`src/sv/bai_pkg.sv`:
```
// ----------------------------------------------------------------------------
// bai_pkg: shared types and constants for the bitmap ID allocator
// Fixed field widths, operation and status codes, sequencer states.
// ----------------------------------------------------------------------------
`default_nettype none

package bai_pkg;

  localparam int unsigned MAX_IDS       = 1024;
  localparam int unsigned ID_W          = 10;
  localparam int unsigned HW_W          = 11;
  localparam int unsigned CFG_W         = 5;
  localparam int unsigned DEF_WORD_BITS = 64;
  localparam logic [CFG_W-1:0] CAP_WORDS_RESET = 5'd16;

  typedef enum logic {
    OP_ALLOC = 1'b0,
    OP_FREE  = 1'b1
  } op_t;

  typedef enum logic [1:0] {
    ST_OK       = 2'd0,
    ST_FULL     = 2'd1,
    ST_BAD_FREE = 2'd2
  } status_t;

  typedef enum logic [4:0] {
    S_IDLE   = 5'b00001,
    S_HINT   = 5'b00010,
    S_SCAN   = 5'b00100,
    S_FREE   = 5'b01000,
    S_FINISH = 5'b10000
  } state_t;

endpackage

`default_nettype wire

```
`src/sv/bai_bitmap_mem.sv`:
```
// ----------------------------------------------------------------------------
// bai_bitmap_mem: used-bit bitmap storage
// One write port, one registered read port; per-word valid bits make
// unwritten words read as all zeros right after reset.
// ----------------------------------------------------------------------------
`default_nettype none

module bai_bitmap_mem #(
  parameter int unsigned WORD_BITS = bai_pkg::DEF_WORD_BITS,
  parameter int unsigned NUM_WORDS = bai_pkg::MAX_IDS / bai_pkg::DEF_WORD_BITS,
  localparam int unsigned AW = $clog2(NUM_WORDS)
) (
  input  wire logic                 clk,
  input  wire logic                 rst,
  input  wire logic [AW-1:0]        rd_addr,
  output logic      [WORD_BITS-1:0] rd_data,
  input  wire logic                 wr_en,
  input  wire logic [AW-1:0]        wr_addr,
  input  wire logic [WORD_BITS-1:0] wr_data
);

  logic [WORD_BITS-1:0] mem [NUM_WORDS];
  logic [NUM_WORDS-1:0] valid;

  always_ff @(posedge clk) begin
    if (rst) begin
      valid <= '0;
    end else if (wr_en) begin
      valid[wr_addr] <= 1'b1;
    end
  end

  always_ff @(posedge clk) begin
    if (wr_en) begin
      mem[wr_addr] <= wr_data;
    end
  end

  always_ff @(posedge clk) begin
    rd_data <= valid[rd_addr] ? mem[rd_addr] : '0;
  end

endmodule

`default_nettype wire

```
`src/sv/bai_ffz.sv`:
```
// ----------------------------------------------------------------------------
// bai_ffz: find first zero
// Returns the position of the lowest clear bit of a bitmap word.
// ----------------------------------------------------------------------------
`default_nettype none

module bai_ffz #(
  parameter int unsigned WORD_BITS = bai_pkg::DEF_WORD_BITS,
  localparam int unsigned IDX_W = $clog2(WORD_BITS)
) (
  input  wire logic [WORD_BITS-1:0] word,
  output logic                      found,
  output logic      [IDX_W-1:0]     index
);

  assign found = ~&word;

  always_comb begin
    index = '0;
    for (int i = WORD_BITS - 1; i >= 0; i--) begin
      if (!word[i]) begin
        index = IDX_W'(i);
      end
    end
  end

endmodule

`default_nettype wire

```
`src/sv/bitmap_id_allocator_unit.sv`:
```
// ----------------------------------------------------------------------------
// bitmap_id_allocator_unit: bitmap ID allocator with next-fit hint
// Allocates and frees IDs from a used-bit bitmap under a small sequencer.
// ----------------------------------------------------------------------------
// Raise start for one transaction while busy is low. A free of an ID inside
// the capacity passes through the free and finish states, and an allocate
// that hits the hint through the hint and finish states; a free of an ID at
// or beyond the capacity goes straight to the finish state. An allocate that
// misses scans one bitmap word per cycle from word 0 through the single read
// port of the bitmap, stopping at the first word with a clear bit or at the
// last word in use. The result appears for exactly one cycle with done high
// in the first cycle that busy is low again; it cannot be held off, so
// capture it then. A new transaction may start in that same cycle. The
// bitmap is clear right after reset with no clearing pass. WORD_BITS must be
// a power of two. Write capacity_words only while idle; cfg_ready is always
// high.
// ----------------------------------------------------------------------------
`default_nettype none

module bitmap_id_allocator_unit #(
  parameter int unsigned WORD_BITS = bai_pkg::DEF_WORD_BITS
) (
  input  wire logic                        clk,
  input  wire logic                        rst,
  input  wire logic                        start,
  output logic                             busy,
  input  wire logic                        operation,
  input  wire logic [bai_pkg::ID_W-1:0]    free_id,
  input  wire logic                        cfg_valid,
  output logic                             cfg_ready,
  input  wire logic [bai_pkg::CFG_W-1:0]   cfg_data,
  output logic                             done,
  output logic      [bai_pkg::ID_W-1:0]    granted_id,
  output logic      [1:0]                  status,
  output logic      [bai_pkg::HW_W-1:0]    high_water
);

  import bai_pkg::*;

  localparam int unsigned NUM_WORDS = MAX_IDS / WORD_BITS;
  localparam int unsigned WB_LOG    = $clog2(WORD_BITS);
  localparam int unsigned WADDR_W   = $clog2(NUM_WORDS);
  localparam int unsigned WCNT_W    = WADDR_W + 1;

  state_t               state, state_next;
  logic [CFG_W-1:0]     capacity_words;
  logic [ID_W-1:0]      next_hint;
  logic [HW_W-1:0]      high_water_mark;

  op_t                  op_reg;
  logic [ID_W-1:0]      id_reg;
  logic [WCNT_W-1:0]    scan_idx;
  logic [ID_W-1:0]      res_id;
  status_t              res_status;
  status_t              status_q;

  logic [WCNT_W-1:0]    words;
  logic [HW_W-1:0]      cap;
  logic                 hint_in_cap;
  logic                 free_in_cap;
  logic [WCNT_W-1:0]    scan_next;
  logic                 scan_last;
  logic [WORD_BITS-1:0] hint_mask;
  logic [WORD_BITS-1:0] id_mask;
  logic [WORD_BITS-1:0] ffz_mask;
  logic                 hint_free;
  logic                 id_used;
  logic [HW_W-1:0]      res_id_inc;

  logic [WADDR_W-1:0]   rd_addr;
  logic [WORD_BITS-1:0] rd_data;
  logic                 wr_en;
  logic [WADDR_W-1:0]   wr_addr;
  logic [WORD_BITS-1:0] wr_data;
  logic                 ffz_found;
  logic [WB_LOG-1:0]    ffz_index;

  // effective word count, clamped to 1 .. NUM_WORDS
  always_comb begin
    if (capacity_words == '0) begin
      words = WCNT_W'(1);
    end else if (int'(capacity_words) > int'(NUM_WORDS)) begin
      words = WCNT_W'(NUM_WORDS);
    end else begin
      words = WCNT_W'(capacity_words);
    end
  end

  assign cap         = HW_W'(words) << WB_LOG;
  assign hint_in_cap = {1'b0, next_hint} < cap;
  assign free_in_cap = {1'b0, free_id} < cap;
  assign scan_next   = scan_idx + 1'b1;
  assign scan_last   = scan_next >= words;
  assign hint_mask   = {{(WORD_BITS-1){1'b0}}, 1'b1} << next_hint[WB_LOG-1:0];
  assign id_mask     = {{(WORD_BITS-1){1'b0}}, 1'b1} << id_reg[WB_LOG-1:0];
  assign ffz_mask    = {{(WORD_BITS-1){1'b0}}, 1'b1} << ffz_index;
  assign hint_free   = hint_in_cap && ((rd_data & hint_mask) == '0);
  assign id_used     = (rd_data & id_mask) != '0;
  assign res_id_inc  = {1'b0, res_id} + 1'b1;

  bai_bitmap_mem #(
    .WORD_BITS (WORD_BITS),
    .NUM_WORDS (NUM_WORDS)
  ) u_mem (
    .clk     (clk),
    .rst     (rst),
    .rd_addr (rd_addr),
    .rd_data (rd_data),
    .wr_en   (wr_en),
    .wr_addr (wr_addr),
    .wr_data (wr_data)
  );

  bai_ffz #(
    .WORD_BITS (WORD_BITS)
  ) u_ffz (
    .word  (rd_data),
    .found (ffz_found),
    .index (ffz_index)
  );

  // bitmap port control
  always_comb begin
    rd_addr = '0;
    wr_en   = 1'b0;
    wr_addr = '0;
    wr_data = rd_data;
    unique case (state)
      S_IDLE: begin
        rd_addr = (operation == OP_FREE) ? free_id[ID_W-1:WB_LOG]
                                         : next_hint[ID_W-1:WB_LOG];
      end
      S_HINT: begin
        rd_addr = '0;
        if (hint_free) begin
          wr_en   = 1'b1;
          wr_addr = next_hint[ID_W-1:WB_LOG];
          wr_data = rd_data | hint_mask;
        end
      end
      S_SCAN: begin
        rd_addr = scan_next[WADDR_W-1:0];
        if (ffz_found) begin
          wr_en   = 1'b1;
          wr_addr = scan_idx[WADDR_W-1:0];
          wr_data = rd_data | ffz_mask;
        end
      end
      S_FREE: begin
        if (id_used) begin
          wr_en   = 1'b1;
          wr_addr = id_reg[ID_W-1:WB_LOG];
          wr_data = rd_data & ~id_mask;
        end
      end
      S_FINISH: begin
        rd_addr = '0;
      end
      default: begin
        rd_addr = '0;
      end
    endcase
  end

  always_comb begin
    state_next = state;
    unique case (state)
      S_IDLE: begin
        if (start) begin
          if (operation == OP_ALLOC) begin
            state_next = S_HINT;
          end else if (free_in_cap) begin
            state_next = S_FREE;
          end else begin
            state_next = S_FINISH;
          end
        end
      end
      S_HINT:   state_next = hint_free ? S_FINISH : S_SCAN;
      S_SCAN:   state_next = (ffz_found || scan_last) ? S_FINISH : S_SCAN;
      S_FREE:   state_next = S_FINISH;
      S_FINISH: state_next = S_IDLE;
      default:  state_next = S_IDLE;
    endcase
  end

  // control state
  always_ff @(posedge clk) begin
    if (rst) begin
      state           <= S_IDLE;
      done            <= 1'b0;
      capacity_words  <= CAP_WORDS_RESET;
      next_hint       <= '0;
      high_water_mark <= '0;
    end else begin
      state <= state_next;
      done  <= (state == S_FINISH);
      if (cfg_valid && cfg_ready) begin
        capacity_words <= cfg_data;
      end
      if (state == S_FINISH) begin
        priority if (res_status == ST_FULL) begin
          next_hint <= '0;
        end else if (res_status == ST_OK && op_reg == OP_FREE) begin
          next_hint <= res_id;
        end else if (res_status == ST_OK) begin
          next_hint <= (res_id_inc >= cap) ? '0 : res_id_inc[ID_W-1:0];
          if ({1'b0, res_id} >= high_water_mark) begin
            high_water_mark <= res_id_inc;
          end
        end else begin
          next_hint <= next_hint;
        end
      end
    end
  end

  // transaction payload
  always_ff @(posedge clk) begin
    unique case (state)
      S_IDLE: begin
        op_reg     <= op_t'(operation);
        id_reg     <= free_id;
        res_id     <= free_id;
        res_status <= ST_BAD_FREE;
      end
      S_HINT: begin
        scan_idx   <= '0;
        res_id     <= next_hint;
        res_status <= ST_OK;
      end
      S_SCAN: begin
        scan_idx <= scan_next;
        if (ffz_found) begin
          res_id     <= {scan_idx[WADDR_W-1:0], ffz_index};
          res_status <= ST_OK;
        end else begin
          res_id     <= '0;
          res_status <= ST_FULL;
        end
      end
      S_FREE: begin
        res_status <= id_used ? ST_OK : ST_BAD_FREE;
      end
      S_FINISH: begin
        granted_id <= res_id;
        status_q   <= res_status;
      end
      default: begin
        res_status <= ST_BAD_FREE;
      end
    endcase
  end

  assign busy       = (state != S_IDLE);
  assign cfg_ready  = 1'b1;
  assign status     = status_q;
  assign high_water = high_water_mark;

endmodule

`default_nettype wire
```
`config.mk`:
```
export PLATFORM = sky130hd
export DESIGN_NAME = bitmap_id_allocator_unit
export DESIGN_NICKNAME = d
export VERILOG_FILES = /design/src/sv/bai_pkg.sv /design/src/sv/bai_bitmap_mem.sv /design/src/sv/bai_ffz.sv /design/src/sv/bitmap_id_allocator_unit.sv
export SDC_FILE = /design/constraint.sdc
export NUM_CORES = 2
export LEC_CHECK = 0
export BUFFER_PORTS_ARGS = -buffer_cell sky130_fd_sc_hd__buf_2
export CAP_MARGIN = 20
export CORE_MARGIN = 4
export CORE_UTILIZATION = 40
export CTS_BUF_LIST = sky130_fd_sc_hd__clkbuf_4 sky130_fd_sc_hd__clkbuf_8 sky130_fd_sc_hd__clkbuf_16
export DETAILED_ROUTE_END_ITERATION = 10
export GPL_ROUTABILITY_DRIVEN = 0
export HOLD_SLACK_MARGIN = 0.08
export SETUP_SLACK_MARGIN = 0.3
export SYNTH_ARGS = -nofsm -noshare
export SYNTH_HDL_FRONTEND = slang
export SYNTH_SLANG_ARGS = --single-unit
export TNS_END_PERCENT = 50
```
`constraint.sdc`:
```
create_clock -name clk -period 5.25 [get_ports clk]
set_input_delay 0.2625 -clock clk [delete_from_list [all_inputs] [get_ports clk]]
set_output_delay 0.2625 -clock clk [all_outputs]
set_load 0.02 [all_outputs]
```
### Yosys cells after proc, flatten, opt, wreduce, memory -nomap -nowiden

Memories as Yosys holds them, arrays and structs flattened. A register that Yosys moved wholly into a read port is not among the register bits.
Cells that the tools add are included.

| operators by class | value |
|---|---|
| $add $sub $neg | 2 |
| multipliers | 0 |
| div/mod/pow operators | 0 |
| magnitude comparators | 9 |
| equal/unequal tests | 8 |
| shift-type cells | 3 |
| muxes and demuxes | 102 |
| bitwise gates (word level) | 9 |
| reductions and logical operators | 16 |

Operators by type and width:

| operator | number |
|---|---|
| two-way mux 6 bit | 64 |
| bitwise AND 64 bit | 3 |
| two-way mux 64 bit | 3 |
| case mux 64 bit (3 select lines) | 1 |
| left shift 1 x 6 -> 64 bit (first input constant) | 3 |
| OR 64 bit | 2 |
| zero test 64 bit | 1 |
| NOT 64 bit | 1 |
| AND reduction 64 bit | 1 |
| nonzero test 64 bit | 1 |
| two-way mux 10 bit | 5 |
| two-way mux 5 bit | 7 |
| case mux 10 bit (3 select lines) | 1 |
| less-than comparator 10 x 11 -> 1 bit | 2 |
| case mux 5 bit (4 select lines) | 1 |
| two-way mux 4 bit | 4 |
| OR 16 bit | 1 |
| case mux 4 bit (3 select lines) | 1 |
| adder 10 x 1 -> 11 bit (second input constant) | 1 |
| greater-or-equal comparator 10 x 11 -> 1 bit | 1 |
| greater-or-equal comparator 11 bit | 1 |
| less-than comparator 4 x 5 -> 1 bit (second input constant) | 2 |
| case mux 5 bit (2 select lines) | 1 |
| two-way mux 1 bit | 8 |
| 28 further kinds | 33 |

| storage, ports and cells | value |
|---|---|
| bits in registers | 88 |
| latch bits | 0 |
| RAM bits | 1024 |
| memory bits (read-only) | 0 |
| output and inout bits | 26 |
| logic and storage cells | 163 |
| memories | 1 |

Memories:

| memory | depth | width | read ports | clocked after Yosys merged registers in | write ports | RTL line | source |
|---|---|---|---|---|---|---|---|
| u_mem.mem | 16 | 64 | 1 | 1 | 1 | bai_bitmap_mem.sv:22 | `logic [WORD_BITS-1:0] mem [NUM_WORDS];` |

### Logic depth before layout (Yosys ltp)

| logic depth | value |
|---|---|
| word-level depth | 68 |
| mapped depth | 16 |
| mapped depth without buffers | 14 |

### Hierarchy

From an unflattened synthesis, not the netlist that was laid out.

| second synthesis, totals | value |
|---|---|
| cells, all modules | 2826 |
| area, all modules | 48774.3 um^2 |

Modules (own cells, without submodules):

| module | instances | cells each | area an instance (um^2) |
|---|---|---|---|
| bai_bitmap_mem | 1 | 1712 | 40222.3 |
| bitmap_id_allocator_unit | 1 | 967 | 7762.4 |
| bai_ffz | 1 | 147 | 789.5 |

### Least setup slack after synthesis

No wires, ideal clock.

| timing path | value |
|---|---|
| path type | reg2reg |
| start point | register capacity_words[4] |
| end point | memory u_mem.mem[6][0] (netlist bit) (enable) |
| setup time | 0.488 ns |
| arrival time | 5.255 ns |
| data required time | 4.762 ns |
| slack | -0.493 ns |
| stages on the path, launching flop included | 13 |
| buffers on the path | 0 |
| clock period less this slack | 5.743 ns |
| path through | dfxtp_1 -> inv_1 -> nand2_1 -> ha_1 -> a21oi_1 -> nor2_1 -> a311oi_1 -> nand3_1 -> nor4b_4 -> nand2_4 -> o221a_1 -> or2_1 -> nor2_1 |

| on the way | value |
|---|---|
| cells in the longest elaborated chain, start to end | 9 |
| elaborated cells on any way between the ends | 12 |
| classes of those cells | order compare: 2; mux: 8; reduce/logical: 2 |

RTL lines:

| element | RTL line | source |
|---|---|---|
| from (decl) | bitmap_id_allocator_unit.sv:46 | `logic [CFG_W-1:0] capacity_words;` |
| from (signal assigned) | bitmap_id_allocator_unit.sv:199 | `capacity_words <= cfg_data;` |
| > comparator 5 bit | bitmap_id_allocator_unit.sv:82 | `end else if (int'(capacity_words) > int'(NUM_WORDS)) begin` |
| two-way mux 5 bit | bitmap_id_allocator_unit.sv:82 |  |
| two-way mux 5 bit (*) | bitmap_id_allocator_unit.sv:80 | `if (capacity_words == '0) begin` |
| less-than comparator 10 x 11 -> 1 bit (*) | bitmap_id_allocator_unit.sv:90 | `assign hint_in_cap = {1'b0, next_hint} < cap;` |
| logical AND 1 bit (*) | bitmap_id_allocator_unit.sv:97 | `assign hint_free = hint_in_cap && ((rd_data & hint_mask) == '0);` |
| two-way mux 1 bit | bitmap_id_allocator_unit.sv:135 | `if (hint_free) begin` |
| case mux 1 bit (3 select lines) | bitmap_id_allocator_unit.sv:128 | `unique case (state)` |
| two-way mux 1 bit | bai_bitmap_mem.sv:34 | `if (wr_en) begin` |
| two-way mux 1 bit (implied by the code) | bai_bitmap_mem.sv:35 | `mem[wr_addr] <= wr_data;` |
| to (decl) | bai_bitmap_mem.sv:22 |  |

Every way passes the cells marked *; elsewhere a longest branch is shown, timed or not.

### Worst setup path after layout

| timing path | value |
|---|---|
| start point | register id_reg[3] |
| end point | memory u_mem.mem[14][55] (netlist bit) (enable) |

| on the way | value |
|---|---|
| cells in the longest elaborated chain, start to end | 7 |
| elaborated cells on any way between the ends | 9 |
| classes of those cells | shift: 1; mux: 6; bitwise: 1; reduce/logical: 1 |

RTL lines:

| element | RTL line | source |
|---|---|---|
| from (decl) | bitmap_id_allocator_unit.sv:51 | `logic [ID_W-1:0] id_reg;` |
| from (signal assigned) | bitmap_id_allocator_unit.sv:223 | `id_reg <= free_id;` |
| left shift 1 x 6 -> 64 bit (*) | bitmap_id_allocator_unit.sv:95 | `assign id_mask = {{(WORD_BITS-1){1'b0}}, 1'b1} << id_reg[WB_LOG-1:0];` |
| bitwise AND 64 bit (*) | bitmap_id_allocator_unit.sv:98 | `assign id_used = (rd_data & id_mask) != '0;` |
| nonzero test 64 bit (*) | bitmap_id_allocator_unit.sv:98 |  |
| two-way mux 1 bit | bitmap_id_allocator_unit.sv:150 | `if (id_used) begin` |
| case mux 1 bit (3 select lines) | bitmap_id_allocator_unit.sv:128 |  |
| two-way mux 1 bit | bai_bitmap_mem.sv:34 |  |
| two-way mux 1 bit (implied by the code) | bai_bitmap_mem.sv:35 |  |

Marked as above.

==> results.yml <==
die:
  core-area_mm2: 0.126
  die_w_um: 366
  die_area_mm2: 0.134
  io_pins: 46
  initial_core_util: 0.405
  num_rows: 130
  dieHeight_um: 366
sta:
  hold_viol_final: 0
  final.setup.tns_ns: 0
  finalSetupViolCount: 0
  period_share: 0.907
  tightestPinTransition_ns: 1.11
  rsz0062_at_grt: "no"
  whs_ns: 0.366
  max_slew_margin: 0.257
  finClkSkew_ns: 0.0327
  fmax_mhz: 210
  finalWorstSetupSlack_ns: 0.489
  slew_violations: 0
  final.min_clock_period_ns: 4.76
finish:
  layout.cells.non_filler: 5882
  drive_above_1_share: 0.111
  nets: 4184
  largestRegisters: "u_mem.mem x1024, u_mem.rd_data x64, u_mem.valid x16"
  largest_reg_flops: 1024
  largest_register: "u_mem.mem"
  area_delta_synth_final_pct: 13.4
power_and_ir_drop:
  power.density_mw_per_mm2: 363
  peakVddDrop_mv: 0.263
  leakage_nw: 18.8
clocking:
  cts.clk_slew.worst_paths_ns: 0.06
  cts.sinks: 1176
  ctsLongestPathBuffers: 3
  cts_tree: "done"
  cts_resized: 0
  insertion_delay_ns: 0.73
  cts_root_buffer: "clkbuf_16"
  htree_levels: 3
  numCtsBuffers: 111
critical_path:
  crit_arrival_ns: 5.09
  endpoint_kind: "flop"
  start_kind: "flop"
  crit_required_ns: 5.58
  path_class: "flop to flop"
  crit_path_max_fanout: 43
  worstPathCellList: "and2b_1, nand3b_1, a211oi_1, o22ai_1, and4b_1, a21oi_2, a21oi_1, a221o_1, nor2_4, buf_4"
  critical_path.startpoint: "id_reg[3]"
  max_stage_delay_ns: 1.08
  worst-path-buf-inv: 1
  r2r_setup_slack_ns: 0.49
  cp-endpoint: "u_mem.mem[14][55]"
  r2r_cells: 10
  slowest_stage: "edfxtp_1"
  regToRegEndpoint: "u_mem.mem[14][55]"
  r2r-start: "id_reg[3]"
  critPathTopFamily: "compound AO/OA/AOI/OAI gates"
  cp_num_cells: 10
synth:
  synthFlopType: "edfxtp_1"
  ys_warn_count: 0
  synth_top_cell_by_area: "edfxtp_1"
  synthTopCellsByArea: "edfxtp_1, a211oi_1, nand2_1"
  synth_most_common_cell: "edfxtp_1"
  async_reset_ff_frac: 0
  syn_area_mm2: 0.0511
  synth-seq-cells: 1176
  ys_seq_area_frac: 0.669
  yosysTopAreaCellShare: 0.625
  postSynthCellCount: 4106
  synth_common_cells: "edfxtp_1, nand2_1, a211oi_1, and2_1, clkbuf_1"
  synth_edf_count: 1064
  synth_fp_nets: 4154
  synth.distinct_cells: 96
  avgSynthCellArea_um2: 12.5
grt:
  grt_pass1_vias: 33300
  grt_pass1_wl_um: 221000
  grt_max_degree: 169
  gr-total-overflow: 0
  grt_usage: 0.219
  antenna_found_initial: 2
placement:
  port_buffers: 44
  place_ws_ns: 0.569
  hpwlAfterDp_um: 85700
  dp.cells: 5641
flow_run:
  drv_cap: 0
min_path:
  worstHoldPathType: "input port to flop"
run_status:
  status: "complete, no violations"
detailed_routing:
  drtAntennaViolNets: 0
  wl_met2_um: 65600
  top_layer: "met4"
  wl_per_cell_um: 25.4
  viasPerCell: 6.08
  drt_wl_total_um: 149000
  route.detailed.drc: 0
  drt_iter0_drc: 4462
  wl_met1_um: 62600
  vias: 35800
  firstDrtPassIters: 10
  dr_wl_met3_um: 14200
## layout by cell type, fill, tap and decap left out, drive strengths merged, types with 17 or more instances in the layout
cell	n
dlygate4sd3	29
nand4	29
and2	273
nand2	660
edfxtp	1064
and3	17
ha	28
buf	206
inv	53
nor3	34
a311oi	135
o21a	33
a31oi	159
a211oi	401
o31ai	19
nor2	116
o21ai	109
o211ai	25
mux2i	28
a21oi	176
clkbuf	166
nand3	50
clkinv	29
dfxtp	112
## per-stage QoR
stage | area [um2] | power, W | utilization
2_1_floorplan | 51100 | 0.0120 | -
3_3_place_gp | 53800 | 0.0128 | 0.426
3_5_place_dp | 53800 | 0.0128 | 0.426
4_1_cts | 57900 | 0.0211 | 0.459
5_1_grt | 58000 | 0.0217 | 0.459
6_report | 58000 | 0.0211 | 0.459
## timing repair
action | CTS | global route
setup buffers | 0 | 2
hold endpoints to repair | 48 | 0
hold buffers | 29 | 0
setup endpoints to repair | 0 | 42
## routing by layer
layer | vias to the layer above | track usage
met2 | 1821 | 0.333
met3 | 467 | 0.0508
li1 | 15800 | -
met1 | 17600 | 0.302
met4 | 0 | 0.0942
met5 | - | 0
## power breakdown
group	leakage, nW	total (W)	switching (W)	internal (W)
registers	10.7	0.0108	0.000285	0.0105
logic	6.20	0.00195	0.00135	0.000596
clock network	1.92	0.00834	0.00341	0.00493
## layout make-up
| type | count | area, um2 |
|---|---|---|
| fill | 11200 | 68200 |
| multi-input combinational | 2559 | 15600 |
| antenna | 1 | 2.50 |
| tap | 1650 | 2060 |
| sequential | 1176 | 34200 |
| timing repair buffer | 236 | 2100 |
| inverter | 52 | 198 |
| clock buffer | 165 | 3290 |
| clock inverter | 43 | 531 |
## cell families (layout without fill, tap and decap cells)
kind of cell,count (synthesis),in the layout,synth area share
other,1,2,0.0000733
AOI/OAI and AO/OA,1182,1182,0.162
xor gates and xnor gates,10,10,0.00171
adders and majority gates,28,28,0.00685
muxes,40,40,0.00827
buffers and inverters,371,496,0.0298
and+or+nand+nor,1298,1298,0.123
DFF,1176,1176,0.669
## worst min path at each step
stage               startpoint               to  slack (ns)  depth (start not counted)
2_1_floorplan       free_id[0]        id_reg[0]        0.36                          0
3_3_place_gp   u_mem.valid[14]  u_mem.valid[14]        0.44                          1
3_5_place_dp   u_mem.valid[14]  u_mem.valid[14]        0.45                          1
4_1_cts             free_id[8]        id_reg[8]        0.28                          2
5_1_grt             free_id[8]        id_reg[8]        0.34                          2
6_report            free_id[8]        id_reg[8]        0.37                          2
(Power assumes the default switching activity.)
